===== src/salru_pkg.sv =====
// Shared types and constants for the per-set LRU list engine.
package salru_pkg;

   localparam int unsigned WAYS       = 16;
   localparam int unsigned SETS       = 1024;
   localparam int unsigned WAY_W      = $clog2(WAYS);
   localparam int unsigned LINK_W     = WAY_W + 1;
   localparam int unsigned SET_W      = $clog2(SETS);
   localparam int unsigned BLK_W      = SET_W + WAY_W;
   localparam int unsigned STEP_W     = $clog2(WAYS + 1);
   localparam int unsigned MASK_W     = 16;
   localparam int unsigned CNT_W      = 5;
   localparam int unsigned KIND_W     = 3;
   localparam int unsigned CLR_W      = BLK_W;

   typedef logic [LINK_W-1:0] link_type;
   localparam link_type NIL = {LINK_W{1'b1}};

   typedef enum logic [KIND_W-1:0] {
      KIND_HIT    = 3'd0,
      KIND_FILL   = 3'd1,
      KIND_DELETE = 3'd2,
      KIND_VICTIM = 3'd3,
      KIND_FLUSH  = 3'd4
   } kind_type;

   typedef enum logic [4:0] {
      ST_CLEAR,
      ST_IDLE,
      ST_RD_SET,
      ST_RD_BLK,
      ST_HIT_CHK,
      ST_UNLINK,
      ST_UNLINK_OWN,
      ST_APPEND_RD,
      ST_APPEND,
      ST_WALK_RD,
      ST_WALK,
      ST_DONE
   } state_type;

   typedef struct packed {
      logic found;
      logic [BLK_W-1:0] index;
      logic [MASK_W-1:0] fmask;
      logic [CNT_W-1:0] fcount;
   } result_type;

   // every link value below NIL is a way only if it is below WAYS
   function automatic link_type clean_link(input link_type v);
      clean_link = (v < link_type'(WAYS)) ? v : NIL;
   endfunction

endpackage


===== src/salru_outbuf.sv =====
// Output register holding one result word until the receiver takes it.
module salru_outbuf (
   input  logic                   clock,
   input  logic                   reset,
   input  logic                   load,
   input  salru_pkg::result_type  data,
   output logic                   busy,
   output logic                   rsp_valid,
   input  logic                   rsp_stall,
   output salru_pkg::result_type  q
);
   logic                  valid_ff, valid_in;
   salru_pkg::result_type data_ff;

   always_comb begin
      valid_in = valid_ff;
      if (valid_ff && !rsp_stall) valid_in = 1'b0;
      if (load) valid_in = 1'b1;
   end

   always_ff @(posedge clock) begin
      if (reset) valid_ff <= 1'b0;
      else valid_ff <= valid_in;
      if (load) data_ff <= data;
   end

   assign rsp_valid = valid_ff;
   assign busy      = valid_ff && rsp_stall;
   assign q         = data_ff;

   a_no_overwrite: assert property (@(posedge clock) disable iff (reset)
      load |-> !(valid_ff && rsp_stall)) else $error("result overwritten");
   a_hold: assert property (@(posedge clock) disable iff (reset)
      (valid_ff && rsp_stall && !load) |=> (valid_ff && $stable(data_ff)))
      else $error("result lost");
   a_drain: assert property (@(posedge clock) disable iff (reset)
      (valid_ff && !rsp_stall && !load) |=> !valid_ff) else $error("result repeated");
endmodule


===== config.mk =====
export PLATFORM = sky130hd
export DESIGN_NAME = salru_outbuf
export DESIGN_NICKNAME = d
export VERILOG_FILES = /design/src/salru_pkg.sv /design/src/salru_outbuf.sv
export SDC_FILE = /design/constraint.sdc
export NUM_CORES = 1
export LEC_CHECK = 0
export BUFFER_PORTS_ARGS = -buffer_cell sky130_fd_sc_hd__buf_2
export CAP_MARGIN = 5
export CORE_MARGIN = 2
export CORE_UTILIZATION = 39
export DETAILED_ROUTE_END_ITERATION = 16
export PLACE_DENSITY = 0.77
export SLEW_MARGIN = 20
export SYNTH_ARGS = -nofsm -noshare
export SYNTH_HDL_FRONTEND = slang
export SYNTH_SLANG_ARGS = --single-unit

===== constraint.sdc =====
create_clock -name clock -period 0.8 [get_ports clock]
set_input_delay 0.04 -clock clock [delete_from_list [all_inputs] [get_ports clock]]
set_output_delay 0.04 -clock clock [all_outputs]
set_load 0.02 [all_outputs]

==> results.sh <==
export IMPL_wirelength_um=3475
export IMPL_n_fill_cell=132
export IMPL_synthCells=40
export IMPL_drt_iter0_drc=41
export IMPL_cts_tree="yes"
export IMPL_ir_drop_uv=1968
export IMPL_fin_setup_tns_ns=-5.413
export IMPL_period_share=1.241
export IMPL_grt_pass1_vias=844
export IMPL_ys_top_cells_by_count="edfxtp_1, a21oi_1, and2_2, dfxtp_1, nor2_1"
export IMPL_synth_most_common_cell="edfxtp_1"
export IMPL_arrival_ns=0.95
export IMPL_hold_ws_ns=0.1228
export IMPL_detail_route_antenna_nets=0
export IMPL_powerDensity_mw_per_mm2=1987
export IMPL_worst_pin_slew_ns=0.1302
export IMPL_grt_usage=0.1919
export IMPL_grt_max_degree=24
export IMPL_ys_ff_latch=37
export IMPL_synth_top_area_frac=0.9675
export IMPL_ys_warnings_count=0
export IMPL_diodes=0
export IMPL_h_tree_depth=2
export IMPL_synth_top_cell_by_area="edfxtp_1"
export IMPL_ys_types=5
export IMPL_crit_chain="buf_6"
export IMPL_fmax_ghz=1.007
export IMPL_crit_family="flip-flops"
export IMPL_cp_required_ns=0.76
export IMPL_syn_to_final_growth_pct=100.3
export IMPL_via_per_inst=4.452
export IMPL_layout_drive_gt1_share=0.5361
export IMPL_hp_class="primary input to flop"
export IMPL_fin_crit_ns=0.9931
export IMPL_setup_ws_ns=-0.1931
export IMPL_std_cell_rows=19
export IMPL_root_buffer="clkbuf_4"
export IMPL_final_util=0.8188
export IMPL_cap_violations=0
export IMPL_power_total_uw=4448
export IMPL_drc=0
export IMPL_clk_pin_slew_ns=0.12
export IMPL_dieHeight_um=57.53
export IMPL_routedWlPerCell_um=17.64
export IMPL_synth_ff_type="edfxtp_1"
export IMPL_status="finished with violations"
export IMPL_io_buffers=77
export IMPL_setup_viol=38
export IMPL_cp_end_kind="output pin"
export IMPL_worstSkewPairLatency_ns=0.34
export IMPL_critPathKind="flop to output pin"
export IMPL_hold_violations=0
export IMPL_rsz0062_at_grt="true"
export IMPL_worst_path_max_fanout=1
export IMPL_skew_ns=0
export IMPL_fp_dieW_um=57.53
export IMPL_pin_count=78
export IMPL_netlist_area_sq_mm=0.001117
export IMPL_crit_path_top_delay_cell="edfxtp_1"
export IMPL_start_util=0.4087
export IMPL_synth_avg_cell_area_sq_um=27.93
export IMPL_grt_pass1_wl_um=4381
export IMPL_gr_total_overflow=0
export IMPL_via_count=877
export IMPL_maxSlewHeadroom=0.9132
export IMPL_synth_edf_count=36
export IMPL_clock_path_buffers=2
export IMPL_die_area_sq_mm=0.003309
export IMPL_yosys_top_cells_area="edfxtp_1, dfxtp_1, and2_2"
export IMPL_ys_seq_area_frac=0.9854
export IMPL_maxSlewViolCount=0
export IMPL_core_sq_mm=0.002734
export IMPL_cp_start_kind="flop"
export IMPL_clkSinkCount=37
export IMPL_synth_nets=80
export IMPL_cp_num_buf_inv=1
export IMPL_nets=205
export IMPL_cts_made_buffers=5
export IMPL_synth_async_reset_ratio=0
export IMPL_antenna_found_initial=0
export IMPL_drt_pass1_iterations=4
export IMPL_gp_congestion=0.6744
export IMPL_violations="negative setup slack"
export IMPL_power_leakage_uw=0.0009570
export IMPL_cpPeakStageDelay_ns=0.45
[per-layer routing]
layer | share of wire | global-route usage
met1 | 0.38 | 0.2100
met2 | 0.50 | 0.3198
met3 | 0.10 | 0.09070
met4 | 0.012 | 0.07973
met5 | 0 | 0
[path summary, 6_finish.rpt]
path / start / endpoint / slack, ns / cells past startpoint
worst min register to register: rsp_valid / rsp_valid / 0.52 / 2
worst max-delay path: q[13] / q[13] / -0.19 / 1
worst max register to register: rsp_valid / rsp_valid / 0.19 / 2
worst min-delay path: load / q[14] / 0.12 / 2
[cells in the final DEF (no fill, tap or decap), drive strengths merged]
master       count
bufinv           1
edfxtp          36
clkbuf           5
clkinv           1
clkinvlp         1
and2             1
buf             80
dlygate4sd3     38
a21oi            1
nor2             1
dfxtp            1
[repair_timing]
| item | CTS | global route |
|---|---|---|
| gates cloned | 0 | 0 |
| endpoints found under the hold margin | 37 | 0 |
| setup buffers | 0 | 1 |
| endpoints found under the setup margin | 38 | 38 |
| gates resized for setup | 24 | 38 |
| hold buffers | 38 | 0 |
[sequential cells by signal (all words and copies together), names as in the netlist]
signal,flops
rsp_valid,1
q,36
[cell type report]
type | instances | area (sq um) | share of cell area
well taps | 31 | 38.79 | 0.01733
clock buffers | 5 | 37.54 | 0.01677
repair buffers | 118 | 1001 | 0.4472
multi-input cells | 3 | 17.52 | 0.007826
clock inverters | 3 | 41.29 | 0.01845
flip-flops and latches | 37 | 1102 | 0.4925
[per-stage QoR]
stage / worst slack [ns] / cell area [sq um] / instances
floorplan: 0.08879 / 1117 / 40
global placement: 0.1334 / 1582 / 150
detailed placement: 0.1277 / 1582 / 150
CTS: -0.1849 / 2112 / 196
global route: -0.2287 / 2238 / 197
finish: -0.1931 / 2238 / 197
[power breakdown]
group	total [uW]	internal, uW	switching, uW
logic	802	445	357
clock network	1280	647	629
registers	2370	2300	73.7
total	4450	3390	1060
[kinds of logic (layout without fill, tap and decap cells)]
kind of cell | count (synthesis) | count (layout) | share of synthesized area
AOI/OAI and AO/OA | 1 | 1 | 0.004475
buffers and inverters | 0 | 126 | 0
DFF | 37 | 37 | 0.9854
and+or+nand+nor | 2 | 2 | 0.01008
No activity file was read; power rests on OpenSTA's default activity.
